===== config.mk =====
export PLATFORM = sky130hd
export DESIGN_NAME = oat_cell
export DESIGN_NICKNAME = d
export VERILOG_FILES = /design/src/hdl/oat_pkg.sv /design/src/hdl/oat_cell.sv
export SDC_FILE = /design/constraint.sdc
export NUM_CORES = 1
export LEC_CHECK = 0
export BUFFER_PORTS_ARGS = -buffer_cell sky130_fd_sc_hd__clkbuf_2
export CAP_MARGIN = 0
export CORE_ASPECT_RATIO = 1.5
export CORE_UTILIZATION = 44
export CTS_BUF_LIST = sky130_fd_sc_hd__clkbuf_4 sky130_fd_sc_hd__clkbuf_8
export CTS_CLUSTER_SIZE = 25
export DETAILED_ROUTE_END_ITERATION = 8
export GPL_TIMING_DRIVEN = 0
export PLACE_DENSITY = 0.88
export SLEW_MARGIN = 10
export SYNTH_ARGS = -nofsm -noshare
export SYNTH_HDL_FRONTEND = slang
export SYNTH_SLANG_ARGS = --single-unit
export TNS_END_PERCENT = 20

===== constraint.sdc =====
create_clock -name i_clk -period 2.6 [get_ports i_clk]
set_clock_uncertainty 0.05 [all_clocks]
set_input_delay 0.52 -clock i_clk [delete_from_list [all_inputs] [get_ports i_clk]]
set_output_delay 0.52 -clock i_clk [all_outputs]
set_load 0.01 [all_outputs]

===== src/hdl/oat_pkg.sv =====
// package for the ordered array table engine
// holds operation and status codes, the control fsm states and the cell control struct
`default_nettype none

package oat_pkg;

    localparam int DEF_CAPACITY = 128;
    localparam int DATA_W       = 32;
    localparam int OP_W         = 3;
    localparam int POS_W        = 7;
    localparam int STATUS_W     = 2;
    localparam int MATCH_W      = 7;
    localparam int COUNT_W      = 8;

    typedef enum logic [OP_W-1:0] {
        OP_APPEND     = 3'd0,
        OP_DEL_FIRST  = 3'd1,
        OP_DEL_LAST   = 3'd2,
        OP_DEL_AT     = 3'd3,
        OP_SEARCH     = 3'd4,
        OP_REPLACE    = 3'd5
    } t_op;

    typedef enum logic [STATUS_W-1:0] {
        ST_OK        = 2'd0,
        ST_NOT_FOUND = 2'd1,
        ST_BAD       = 2'd2,
        ST_FULL      = 2'd3
    } t_status;

    typedef enum logic [1:0] {
        S_IDLE = 2'd0,
        S_HIT  = 2'd1,
        S_GRP  = 2'd2,
        S_RES  = 2'd3
    } t_state;

    // broadcast to every cell
    typedef struct packed {
        logic              cmp;
        logic [DATA_W-1:0] key;
    } t_cell_ctl;

endpackage

`default_nettype wire


===== src/hdl/oat_cell.sv =====
// one storage cell of the table: an entry register and its match flag
// depends on oat_pkg
`default_nettype none

module oat_cell
    import oat_pkg::*;
(
    input  wire logic              i_clk,
    input  wire t_cell_ctl         i_ctl,
    input  wire logic              i_wr,
    input  wire logic [DATA_W-1:0] i_wr_data,
    input  wire logic              i_shift,
    input  wire logic [DATA_W-1:0] i_nbr,
    output logic      [DATA_W-1:0] o_entry,
    output logic                   o_hit
);

    logic [DATA_W-1:0] r_entry;
    logic              r_hit;

    // write and shift never come together
    always_ff @(posedge i_clk) begin
        if (i_wr) begin
            r_entry <= i_wr_data;
        end else if (i_shift) begin
            r_entry <= i_nbr;
        end
        if (i_ctl.cmp) begin
            r_hit <= (r_entry == i_ctl.key);
        end
    end

    assign o_entry = r_entry;
    assign o_hit   = r_hit;

endmodule

`default_nettype wire


; After elaboration in Yosys (flattened, before gate mapping)
; Index checks and enable logic that the tools add are counted.
[classes]
eq_ne = 1
reduce_logical = 1
mux = 2
[op_table]
columns = cell, n
row1 = 32-bit 2-to-1 mux, 2
row2 = 32-bit equality test, 1
row3 = 2-bit nonzero test, 1
[word_totals]
output_inout_bits = 33
register_bits = 33

; Longest topological paths before layout
[logic_depth]
ltp_word = 2
depth_mapped = 4
depth_no_buf = 4

; Least setup slack after synthesis
; Ideal clock, no wire load.
[synth_path]
kind = input port to flip-flop
startpoint = input i_wr
endpoint = register r_entry[0] (netlist: o_entry[0]) (enable)
n_path_buf = 2
slack_ns = 0.878
arrival_time_ns = 1.297
cell_stages = 3
cell_sequence = buf_2 -> buf_6 -> or2_2
[synth_between]
elab_chain_len = 1
[synth_rtl]
columns = element, line
row1 = "start, declared", oat_cell.sv:10  ; input wire logic i_wr,
row2 = 2-bit nonzero test (no source line), --
row3 = "end signal, assigned", oat_cell.sv:24  ; r_entry <= i_wr_data;
row4 = "end signal, assigned", oat_cell.sv:26  ; r_entry <= i_nbr;
row5 = "end, declared", oat_cell.sv:18  ; logic [DATA_W-1:0] r_entry;
; No other way between the ends.
; A chain may end at the register's enable or synchronous reset.

; Worst setup path after layout
[layout_path]
startpoint = input i_wr
endpoint = register r_entry[6] (netlist: o_entry[6]) (enable)
; Same word-level chain as after synthesis.

==> metrics.txt <==
Synthesized Nets=213; switching share of power=24.7%; TritonCTS clock tree=done; Critical Path Source Type=input pin; min cycle time layout=1.63 ns; IO Port Bufs=between 100 and 150; Design Power=about 1300 uW; final antenna-violating net count=0; CTS Hold Bufs=0; diodes inserted=0; die area=~4200 um^2; final period utilization=a little over three fifths; core area=3720 um^2; Worst Max-Slew Pin Slew=between 0.7 and 0.8 ns; layout cells sized above 1=69.3%; Gate Count Post-Synth=113; Die Span X=53.4 um; CP startpoint=i_wr; initial antenna violation count=0; reg2reg start=o_entry[31]; HP Start=i_ctl[32]; setup TNS after final layout=0 ns; final instance area=between 2000 and 3000 um^2; drt drc=0; Die Y=79.1 um; Worst Path Max Fanout=32; Clock Power Share=26.3%; synth unique cells=9; CTS sink cnt=33; cell breakdown of the critical path=buf_2, buf_6, or2_2; wire length of the first global-routing pass=6090 um; number of placed I/O pins=133; Starting Density=46.9%; highest-count cells in the layout ignoring fill and taps=clkbuf_2, edfxtp_1, mux2_2, xor2_1, nor4_1; post-CTS setup buffers=0; crit path kind=in -> reg; FP Rows=27; synthesized area=~1700 um^2; final wirelength=4210 um; slew margin rel.=51.8%; Clock Path Buffers=2; initial DRC count=7; Post-Place Cell Area=2450 um^2; Routed WL per cell=roughly 14 um; outcome=finished, final reports clean; cell area power density=528 nW/um^2; sequential share of power=51.9%; post-cts repair resize count=0; register area share after synthesis=56.9%; Final Hold Fails=0; Clock Pin Slew Worst Setup and Hold Paths=0.06 ns; via-per-instance ratio=4.86; TritonRoute pass-1 iters=4; Syn Area/Cell=between 15 and 20 um^2; commonest non-fill, non-tap cell in the layout=clkbuf_2; Worst path max stage delay=0.60 ns; worst path arrival time=about 1.5 ns; Pint=1010 uW; Setup violations, final=0; Worst VDD drop=451 uV; Crit-path slowest cell=or2_2; Max Cap Viol=0; Max Fclk=613 MHz; synth-to-layout area growth=45.3%; RSZ-0062 raised after global routing=no; fin. max-slew vios=0; NumNets Final=around 350; GPL Wtd Cong=0.781; vias in the first global route=1508; TritonCTS buffer count=5; largest net degree at the start of global routing=33; Total GRT Usage=20.8%; CP endpoint kind=flip-flop; H-tree depth=2; Top delay family on crit path=simple AND/OR/NAND/NOR gates; routed via count=1428; Sw Pwr=330 uW; Yosys reg bits=33; clock root buffer=clkbuf_8; hold_ws=0.396 ns; Leak=between 0.001 and 0.0015 uW; synth warn=0; Worst Path Required=2.46 ns; HPWL after DPL=3520 um; Hold Crit Class=in -> reg; WP buf/inv=2; combinational cell fraction of total power=21.8%; Worst-Skew Late Latency=0.27 ns; total gr overflow=0
==> final cells by class <==
cell class	count	area, um^2
fill	297	1180
timing repair buffer	131	656
multi-input combinational	76	713
buffer	4	38.8
clock buffer	6	76.3
sequential	33	991
clock inverter	1	3.75
tap	43	53.8
==> cell usage after synthesis <==
master	n	area, um^2
nor2_1	1	3.75
edfxtp_1	33	991
nor4_1	8	50.1
buf_6	3	33.8
nand4_1	2	12.5
mux2_2	32	360
xor2_1	32	280
or2_2	1	6.26
buf_2	1	5.00
==> final timing paths <==
path,endpoint,slack [ns],cells after the start
setup / recovery,o_entry[6],0.97,3
hold / removal,o_hit,0.40,1
setup reg to reg,o_hit,1.21,4
hold reg to reg,o_hit,0.79,4
==> routing by layer <==
layer | track usage, % | vias up | wire, um
li1 | - | 698 | -
met5 | 0 | - | 0
met3 | 4.02 | 5 | 232
met2 | 42.8 | 60 | 2630
met1 | 17.2 | 665 | 1290
met4 | 8.68 | 0 | 57
==> cell families after synthesis <==
kind of cell           share of synthesized area [%]
buffers and inverters                           2.22
AND/OR/NAND/NOR                                 4.16
flip-flops                                      56.9
multiplexers                                    20.7
XOR/XNOR                                        16.1
==> power groups by stage <==
| stage | Sequential [uW] | Combinational, uW | Clock, uW |
|---|---|---|---|
| finish | 694 | 291 | 351 |
| global route | 700 | 318 | 379 |
| CTS | 695 | 296 | 362 |
| detailed placement | 706 | 294 | 0 |
| global placement | 703 | 286 | 0 |
| floorplan | 730 | 112 | 0 |
==> state kept, by name (all words and copies together), names as in the netlist <==
name and cells:
o_entry 32, o_hit 1
==> metrics by stage <==
step	instances	util, %	setup WS (ns)
after floorplan	113	-	0.878
after global placement	287	66.0	0.680
after detailed placement	287	66.0	0.663
after CTS	294	68.1	0.959
after global routing	294	68.1	0.894
final	294	68.1	0.969
(Power assumes the default switching activity.)
