File: src/hdl/oat_pkg.sv
// package for the ordered array table engine
// holds operation and status codes, the control fsm states and the cell control struct
`default_nettype none

package oat_pkg;

    localparam int DEF_CAPACITY = 128;
    localparam int DATA_W       = 32;
    localparam int OP_W         = 3;
    localparam int POS_W        = 7;
    localparam int STATUS_W     = 2;
    localparam int MATCH_W      = 7;
    localparam int COUNT_W      = 8;

    typedef enum logic [OP_W-1:0] {
        OP_APPEND     = 3'd0,
        OP_DEL_FIRST  = 3'd1,
        OP_DEL_LAST   = 3'd2,
        OP_DEL_AT     = 3'd3,
        OP_SEARCH     = 3'd4,
        OP_REPLACE    = 3'd5
    } t_op;

    typedef enum logic [STATUS_W-1:0] {
        ST_OK        = 2'd0,
        ST_NOT_FOUND = 2'd1,
        ST_BAD       = 2'd2,
        ST_FULL      = 2'd3
    } t_status;

    typedef enum logic [1:0] {
        S_IDLE = 2'd0,
        S_HIT  = 2'd1,
        S_GRP  = 2'd2,
        S_RES  = 2'd3
    } t_state;

    // broadcast to every cell
    typedef struct packed {
        logic              cmp;
        logic [DATA_W-1:0] key;
    } t_cell_ctl;

endpackage

`default_nettype wire

File: src/hdl/oat_ffs.sv
// first-match finder: two registered radix-8 levels and a final pick
// depends on oat_pkg
`default_nettype none

module oat_ffs
    import oat_pkg::*;
#(
    parameter int CAPACITY = DEF_CAPACITY
) (
    input  wire logic                          i_clk,
    input  wire logic [CAPACITY-1:0]           i_hit,
    output logic                               o_found,
    output logic [$clog2(CAPACITY)-1:0]        o_index
);

    localparam int IW  = $clog2(CAPACITY);
    localparam int NG1 = (CAPACITY + 7) / 8;
    localparam int NG2 = (NG1 + 7) / 8;
    localparam int PW  = NG1 * 8;

    logic [PW-1:0] w_hitp;
    logic          n_f1 [NG1];
    logic [IW-1:0] n_i1 [NG1];
    logic          r_f1 [NG1];
    logic [IW-1:0] r_i1 [NG1];
    logic          n_f2 [NG2];
    logic [IW-1:0] n_i2 [NG2];
    logic          r_f2 [NG2];
    logic [IW-1:0] r_i2 [NG2];

    assign w_hitp = PW'(i_hit);

    // level one: lowest hit in each group of eight cells
    always_comb begin
        for (int g = 0; g < NG1; g++) begin
            n_f1[g] = 1'b0;
            n_i1[g] = '0;
            for (int k = 7; k >= 0; k--) begin
                if (w_hitp[g*8+k]) begin
                    n_f1[g] = 1'b1;
                    n_i1[g] = IW'(g*8+k);
                end
            end
        end
    end

    // level two: lowest found group among eight groups
    always_comb begin
        for (int h = 0; h < NG2; h++) begin
            n_f2[h] = 1'b0;
            n_i2[h] = '0;
            for (int k = 7; k >= 0; k--) begin
                if ((h*8+k) < NG1) begin
                    if (r_f1[h*8+k]) begin
                        n_f2[h] = 1'b1;
                        n_i2[h] = r_i1[h*8+k];
                    end
                end
            end
        end
    end

    always_ff @(posedge i_clk) begin
        r_f1 <= n_f1;
        r_i1 <= n_i1;
        r_f2 <= n_f2;
        r_i2 <= n_i2;
    end

    // final pick over the few second-level groups
    always_comb begin
        o_found = 1'b0;
        o_index = '0;
        for (int h = NG2 - 1; h >= 0; h--) begin
            if (r_f2[h]) begin
                o_found = 1'b1;
                o_index = r_i2[h];
            end
        end
    end

endmodule

`default_nettype wire

File: config.mk
export PLATFORM = sky130hd
export DESIGN_NAME = oat_ffs
export DESIGN_NICKNAME = d
export VERILOG_FILES = /design/src/hdl/oat_pkg.sv /design/src/hdl/oat_ffs.sv
export SDC_FILE = /design/constraint.sdc
export NUM_CORES = 1
export LEC_CHECK = 0
export ABC_AREA = 1
export ABC_CLOCK_PERIOD_IN_PS = 1800
export BUFFER_PORTS_ARGS = -buffer_cell sky130_fd_sc_hd__buf_4
export CAP_MARGIN = 40
export CORE_MARGIN = 4
export CORE_UTILIZATION = 52
export DETAILED_ROUTE_END_ITERATION = 8
export PLACE_DENSITY = 0.89
export SLEW_MARGIN = 20
export SYNTH_ARGS = -nofsm -noshare
export SYNTH_HDL_FRONTEND = slang
export SYNTH_SLANG_ARGS = --single-unit
File: constraint.sdc
create_clock -name i_clk -period 1.8 [get_ports i_clk]
set_clock_uncertainty 0.05 [all_clocks]
set_input_delay 0.54 -clock i_clk [delete_from_list [all_inputs] [get_ports i_clk]]
set_output_delay 0.54 -clock i_clk [all_outputs]
set_load 0.05 [all_outputs]
## Word level (Yosys, flattened, before mapping)

Cells that the tools add are included.

| word-level totals | value |
|---|---|
| bits of input ports | 129 |
| logic and storage cells | 284 |
| output and inout bits | 8 |
| flip-flop bits (word level) | 133 |

| operators by class | value |
|---|---|
| muxes and demuxes | 150 |
| reductions and logical operators | 50 |

Operator list:

| cell | count |
|---|---|
| $mux W7 | 25 |
| $mux W3 | 49 |
| $reduce_or A7 Y1 | 18 |
| $mux W2 | 32 |
| $reduce_or A4 Y1 | 16 |
| $mux W1 | 36 |
| $reduce_or A2 Y1 | 16 |
| $mux W6 | 5 |
| $mux W5 | 2 |
| $mux W4 | 1 |

## Logic depth before layout (Yosys ltp)

Gate-level depths: netlist (run 1).

| logic depth | value |
|---|---|
| depth after elaboration | 8 |
| depth in mapped cells | 9 |
| depth with buffers taken out | 9 |

## Worst setup path after synthesis (run 1)

OpenSTA, ideal clock, no wires.

| timing | value |
|---|---|
| kind | register to output |
| start point | register r_f2[0] (netlist name) |
| end point | output port o_index[6] |
| stages on the path, launching flop included | 4 |
| slack | -7 ps |
| path buffers | 1 |
| data arrival time | 1217 ps |
| data required time | 1210 ps |
| cells stage by stage | dfxtp_1 > clkbuf_1 > nand2_1 > nor2_1 |

| on the way | value |
|---|---|
| word-level cells in the longest chain between the ends | 2 |

RTL lines:

| item | line | RTL |
|---|---|---|
| start: declaration | oat_ffs.sv:28 | `logic r_f2 [NG2];` |
| start signal: assignment | oat_ffs.sv:66 | `r_f2 <= n_f2;` |
| $mux W7 (2 in series) | oat_ffs.sv:75 | `if (r_f2[h]) begin` |
| end: declaration | oat_ffs.sv:13 | `output logic [$clog2(CAPACITY)-1:0] o_index` |

No other way between the ends.

## Final worst setup path (run 1)

| timing | value |
|---|---|
| start point | register r_f2[0] (netlist name) |
| end point | output port o_found |

| on the way | value |
|---|---|
| word-level cells in the longest chain between the ends | 2 |

RTL lines:

| item | line | RTL |
|---|---|---|
| $mux W1 (2 in series) | oat_ffs.sv:75 |  |
| end: declaration | oat_ffs.sv:12 | `output logic o_found,` |

No other way between the ends.

==> results of run 1 <==
-- power by group through the flow --
stage                     Clock (mW)  Sequential [mW]  Combinational (mW)
after floorplan                    0             1.86               0.190
after global placement             0             1.87               0.470
after detailed placement           0             1.87               0.492
after CTS                       1.34             1.83               0.494
after global routing            1.42             1.83               0.557
final                           1.32             1.83               0.496
-- final timing paths --
kind,startpoint,endpoint,slack (ps),cells past startpoint
worst min register to register,r_i1[51],r_i2[2],370,2
worst min-delay path,i_hit[120],r_i1[0],290,2
worst max-delay path,r_f2[0],o_found,50,2
worst max register to register,r_i1[67],r_f2[1],540,3
-- cells in the mapped netlist (all sizes together) --
cell type	number	area (um^2)
nand4	1	6.260
inv	62	232.7
or2	37	231.5
nand3	13	65.06
o21ai	18	90.09
dfxtp	79	1582
nor4	16	100.1
nor3	36	180.2
nand2	98	367.9
a31oi	6	37.54
a22oi	1	7.510
buf	2	16.26
nor2	60	232.7
a21oi	76	380.4
clkbuf	3	12.51
-- flip-flops by register name, indices dropped and copies added (netlist names) --
register / count
r_f2: 2
r_i1: 61
r_i2: 13
r_f1: 3
-- through the flow --
stage | utilization [%] | hold WS, ps | instances | setup WS, ps | instance area, um^2
final | 74.78 | 294.7 | 732 | 48.42 | 4857
after global routing | 74.78 | 287.5 | 732 | 4.730 | 4857
after CTS | 74.59 | 284.8 | 732 | 19.93 | 4845
after detailed placement | 71.34 | 362.7 | 716 | 273.6 | 4633
after global placement | 71.34 | 359.2 | 716 | 318.5 | 4633
after floorplan | - | 348.9 | 508 | 178.7 | 3545
-- repair_timing --
action / CTS / global route
pin swaps: 0 / 0
resized for setup: 3 / 4
setup endpoints to repair: 7 / 3
endpoints found under the hold margin: 0 / 0
cloned: 0 / 0
hold buffers: 0 / 0
-- routing by layer --
layer	vias up	part of all wire, %
met5	-	0
met4	0	2.2
met3	20	5.8
met2	110	51
met1	1654	41
li1	1947	-
-- cells by family after synthesis --
logic type | Yosys count | synth area share [%]
simple gates | 261 | 33.42
buf+inv | 67 | 7.382
flops | 79 | 44.65
compound gates | 101 | 14.55
-- cell type report --
cell class / count / area [um^2]
clock buffer: 12 / 155.1
inverter: 62 / 232.7
tap: 77 / 96.34
multi-input combinational: 362 / 1702
timing repair buffer: 136 / 1028
fill: 520 / 1638
sequential: 79 / 1589
clock inverter: 4 / 53.80
-- worst max-delay path, cell delays in order, from the launching register on --
cell and delay, ps:
dfxtp_4 370, or2_2 300, buf_6 160
-- placed cells by master, fill, tap and decap left out, drive strengths merged --
| cell | synthesis | final |
|---|---|---|
| or2 | 37 | 37 |
| dfxtp | 79 | 79 |
| nor4 | 16 | 16 |
| bufinv | 0 | 1 |
| o21ai | 18 | 18 |
| nand2 | 98 | 98 |
| a22oi | 1 | 1 |
| a31oi | 6 | 6 |
| nand3 | 13 | 13 |
| a21oi | 76 | 76 |
| nor2 | 60 | 60 |
| nand4 | 1 | 1 |
| clkbuf | 3 | 12 |
| inv | 62 | 62 |
| clkinvlp | 0 | 2 |
| nor3 | 36 | 36 |
| clkinv | 0 | 1 |
| buf | 2 | 136 |
==> flow_summary.json, run 1 <==
{
  "run_status": "finished clean",
  "clock_sinks": 79,
  "setup_viol": 0,
  "post-cts-setup-buffers": 0,
  "syn2layout_area_growth_pct": 37.12,
  "cts_root_buf": "clkbuf_8",
  "slew_violations": 0,
  "io-pin-count": 137,
  "grt_pass1_vias": 3657,
  "clkPwrFrac_pct": 36.2,
  "die_area_um2": 8197,
  "antenna_found_initial": 0,
  "synthCells": 508,
  "synth-seq-area-share_pct": 44.65,
  "clk_transition_reported_paths_ps": 80,
  "io_buffers": 136,
  "finalNetCount": 779,
  "vdd_drop_max_mv": 0.4315,
  "wl_mm": 8.733,
  "grt_max_degree": 14,
  "ys_ff_latch": 79,
  "period_share_pct": 97.31,
  "p_int_mw": 2.806,
  "start_util_pct": 54.54,
  "yosysWarnings": 0,
  "grt_use_total_pct": 21.70,
  "use_met2_pct": 38.85,
  "use_met1_pct": 25.12,
  "leakage_nw": 2.360,
  "core_um2": 6495,
  "synth_cell_types": 19,
  "crit_required_ps": 1210,
  "power_mw": 3.641,
  "busiest_layer": "met2",
  "antenna_left": 0,
  "dp_hpwl_mm": 7.136,
  "switchingPower_mw": 0.8353,
  "place_congestion": 0.8229,
  "syn_avg_cell_area_um2": 6.973,
  "critical_path_arrival_ps": 1160,
  "routedWlPerCell_um": 11.93,
  "fp-row-count": 29,
  "vias_per_cell": 5.097,
  "grt_overflow_total": 0,
  "cap_violations": 0,
  "cts_inserted_buffers": 9,
  "drt-initial-drc-count": 154,
  "die_width_um": 90.54,
  "max_clock_freq_mhz": 570.9,
  "worst_setup_path_end_kind": "output port",
  "power_frac_seq_pct": 50.2,
  "start_kind": "flop",
  "worstMarginPinSlew_ps": 345.1,
  "power_frac_comb_pct": 13.6,
  "vias": 3731,
  "power_density_nw_per_um2": 749.7,
  "post-route-min-period_ps": 1752,
  "clock_latency_ps": 340,
  "clockBufferDepth": 2,
  "route.detailed.drc": 0,
  "netlist_area_um2": 3542,
  "firstDrtPassIters": 4,
  "slew_headroom_pct": 76.82,
  "rsz0062_at_grt": "no",
  "grt_pass1_wl_mm": 14.93,
  "use_met3_pct": 4.250,
  "path_max_fanout": 8,
  "fp.dieH_um": 90.54,
  "htreeDepth": 3,
  "min_path_type": "primary input to flop",
  "crit_type": "flop to output port",
  "synth_fp_nets": 637,
  "drive_gt1_share_pct": 29.47,
  "hold_viol_final": 0,
  "p_sw_share_pct": 22.94,
  "cts_tree": "yes",
  "tns_ps": 0,
  "diodes": 0
}
Power figures use the tool's default switching activity.
==> run 2: changes to the inputs <==
--- a/config.mk
+++ b/config.mk
@@ -10,9 +10,9 @@
 export BUFFER_PORTS_ARGS = -buffer_cell sky130_fd_sc_hd__buf_4
 export CAP_MARGIN = 40
 export CORE_MARGIN = 4
-export CORE_UTILIZATION = 52
+export CORE_UTILIZATION = 50
 export DETAILED_ROUTE_END_ITERATION = 8
-export PLACE_DENSITY = 0.89
+export PLACE_DENSITY = 0.87
 export SLEW_MARGIN = 20
 export SYNTH_ARGS = -nofsm -noshare
 export SYNTH_HDL_FRONTEND = slang
==> run 2 against run 1 <==
  * Highest routed layer unchanged
  * Critical endpoint is now o_index[1]
  * First-iteration DRC count is 20% lower
  * Total power is 1.2% higher
  * Core utilization is 3.1 points lower
  * Worst setup slack better by 15 ps
  * Largest power group unchanged
==> flow_summary.json, run 2 (synthesized netlist as in run 1, its figures left out) <==
{
  "min_path_type": "primary input to flop",
  "hold_viol_final": 0,
  "clk_transition_reported_paths_ps": 80,
  "run_status": "finished clean",
  "post_cts_resized": 5,
  "worst_setup_path_end_kind": "output port",
  "top_register": "r_i1",
  "rrSetupSlack_ps": 520,
  "clock_sinks": 79,
  "reg2regPathDepth": 3,
  "die_area_um2": 8495,
  "top_regs": "r_i1: 61 flops, r_i2: 13 flops, r_f1: 3 flops",
  "clockBufferDepth": 2,
  "route.detailed.drc": 0,
  "io_buffers": 136,
  "period_share_pct": 96.47,
  "cts_inserted_buffers": 9,
  "io-pin-count": 137,
  "dp_hpwl_mm": 7.376,
  "grt_pass1_wl_mm": 14.73,
  "r2r-start": "r_i1[67]",
  "start_kind": "flop",
  "fp-row-count": 30,
  "htreeDepth": 3,
  "cts_root_buf": "clkbuf_8",
  "leakage_nw": 2.366,
  "holdWs_ps": 296.4,
  "slew_violations": 0,
  "layout_commonest_cell": "buf_4",
  "drt-initial-drc-count": 123,
  "grt_use_total_pct": 21.12,
  "core_um2": 6832,
  "clock_latency_ps": 340,
  "cts_tree": "yes",
  "post-cts-setup-buffers": 0,
  "routedWlPerCell_um": 11.63,
  "stdcell_count": 751,
  "cap_violations": 0,
  "die_width_um": 92.17,
  "post-route-min-period_ps": 1736,
  "rsz0062_at_grt": "no",
  "dp_cells": 735,
  "power_density_nw_per_um2": 753.0,
  "path_max_fanout": 9,
  "start_util_pct": 51.85,
  "place_congestion": 0.8125,
  "tns_ps": 0,
  "max_clock_freq_mhz": 575.9,
  "finalNetCount": 779,
  "diodes": 0,
  "hold_path_depth": 2,
  "min_delay_worst_endpoint": "r_i1[105]",
  "critical_path_arrival_ps": 1150,
  "fp.dieH_um": 92.17,
  "vias": 3712,
  "vias_per_cell": 4.943,
  "slew_headroom_pct": 79.35,
  "grt_max_degree": 14,
  "syn2layout_area_growth_pct": 38.18,
  "vdd_drop_max_mv": 0.4938,
  "firstDrtPassIters": 4,
  "grt_overflow_total": 0,
  "drive_gt1_share_pct": 29.47,
  "worstMarginPinSlew_ps": 307.4,
  "final_cell_mix": "buf_4, nand2_1, dfxtp_1",
  "n_fill_cell": 577,
  "wl_mm": 8.737,
  "crit_type": "flop to output port",
  "antenna_found_initial": 0,
  "timing.rr.end": "r_f2[1]",
  "setup_viol": 0,
  "antenna_left": 0,
  "grt_pass1_vias": 3682,
  "largest_reg_flops": 61,
  "final_util_pct": 71.65,
  "min_from": "i_hit[0]",
  "hold_buffers": 0,
  "crit_required_ps": 1210
}
run 2: changes by cell type in the layout (fill, tap and decap cells not counted), sizes merged:
cell and delta:
bufinv +1, clkbuf -2, clkinv +1
run 2: how the worst max path moves through the flow:
stage	slack, ps	end	start
detailed placement	260	o_index[5]	r_f2[1]
CTS	20	o_found	r_f2[0]
global route	4	o_index[4]	r_f2[1]
floorplan	180	o_index[0]	r_f2[1]
global placement	330	o_index[0]	r_f2[1]
finish	60	o_index[1]	r_f2[1]
run 2: worst max-delay path, cell delays in order (launching register included):
cell	delay [ps]
dfxtp_4	380
inv_2	90
nand3_1	70
nand2_1	60
buf_4	190
run 2: stage by stage:
step | instance area [um^2] | setup WS, ps | total power, mW
2_1_floorplan | 3545 | 178.7 | 2.053
3_3_place_gp | 4657 | 326.5 | 2.341
3_5_place_dp | 4657 | 261.2 | 2.366
4_1_cts | 4880 | 17.81 | 3.724
5_1_grt | 4895 | 4.253 | 3.854
6_report | 4895 | 63.51 | 3.686
run 2: where the power goes:
group          leakage [nW]  internal, mW  switching, mW
logic                  1.62         0.279          0.218
clock network         0.102         0.775          0.586
registers             0.649          1.81         0.0193
run 2: layer usage:
layer / track usage (%) / wire, um / vias to the layer above
li1: - / - / 1947
met1: 22.46 / 3482 / 1638
met2: 39.78 / 4544 / 115
met3: 6.317 / 586 / 12
met4: 6.312 / 124 / 0
met5: 0 / 0 / -
run 2: layout make-up:
class,instances,area [um^2],area share (%)
multi-input combinational,362,1704,34.82
sequential,79,1589,32.46
timing repair buffer,136,1036,21.17
inverter,62,232.7,4.755
clock buffer,10,127.6,2.607
tap,96,120.1,2.454
clock inverter,6,85.08,1.738
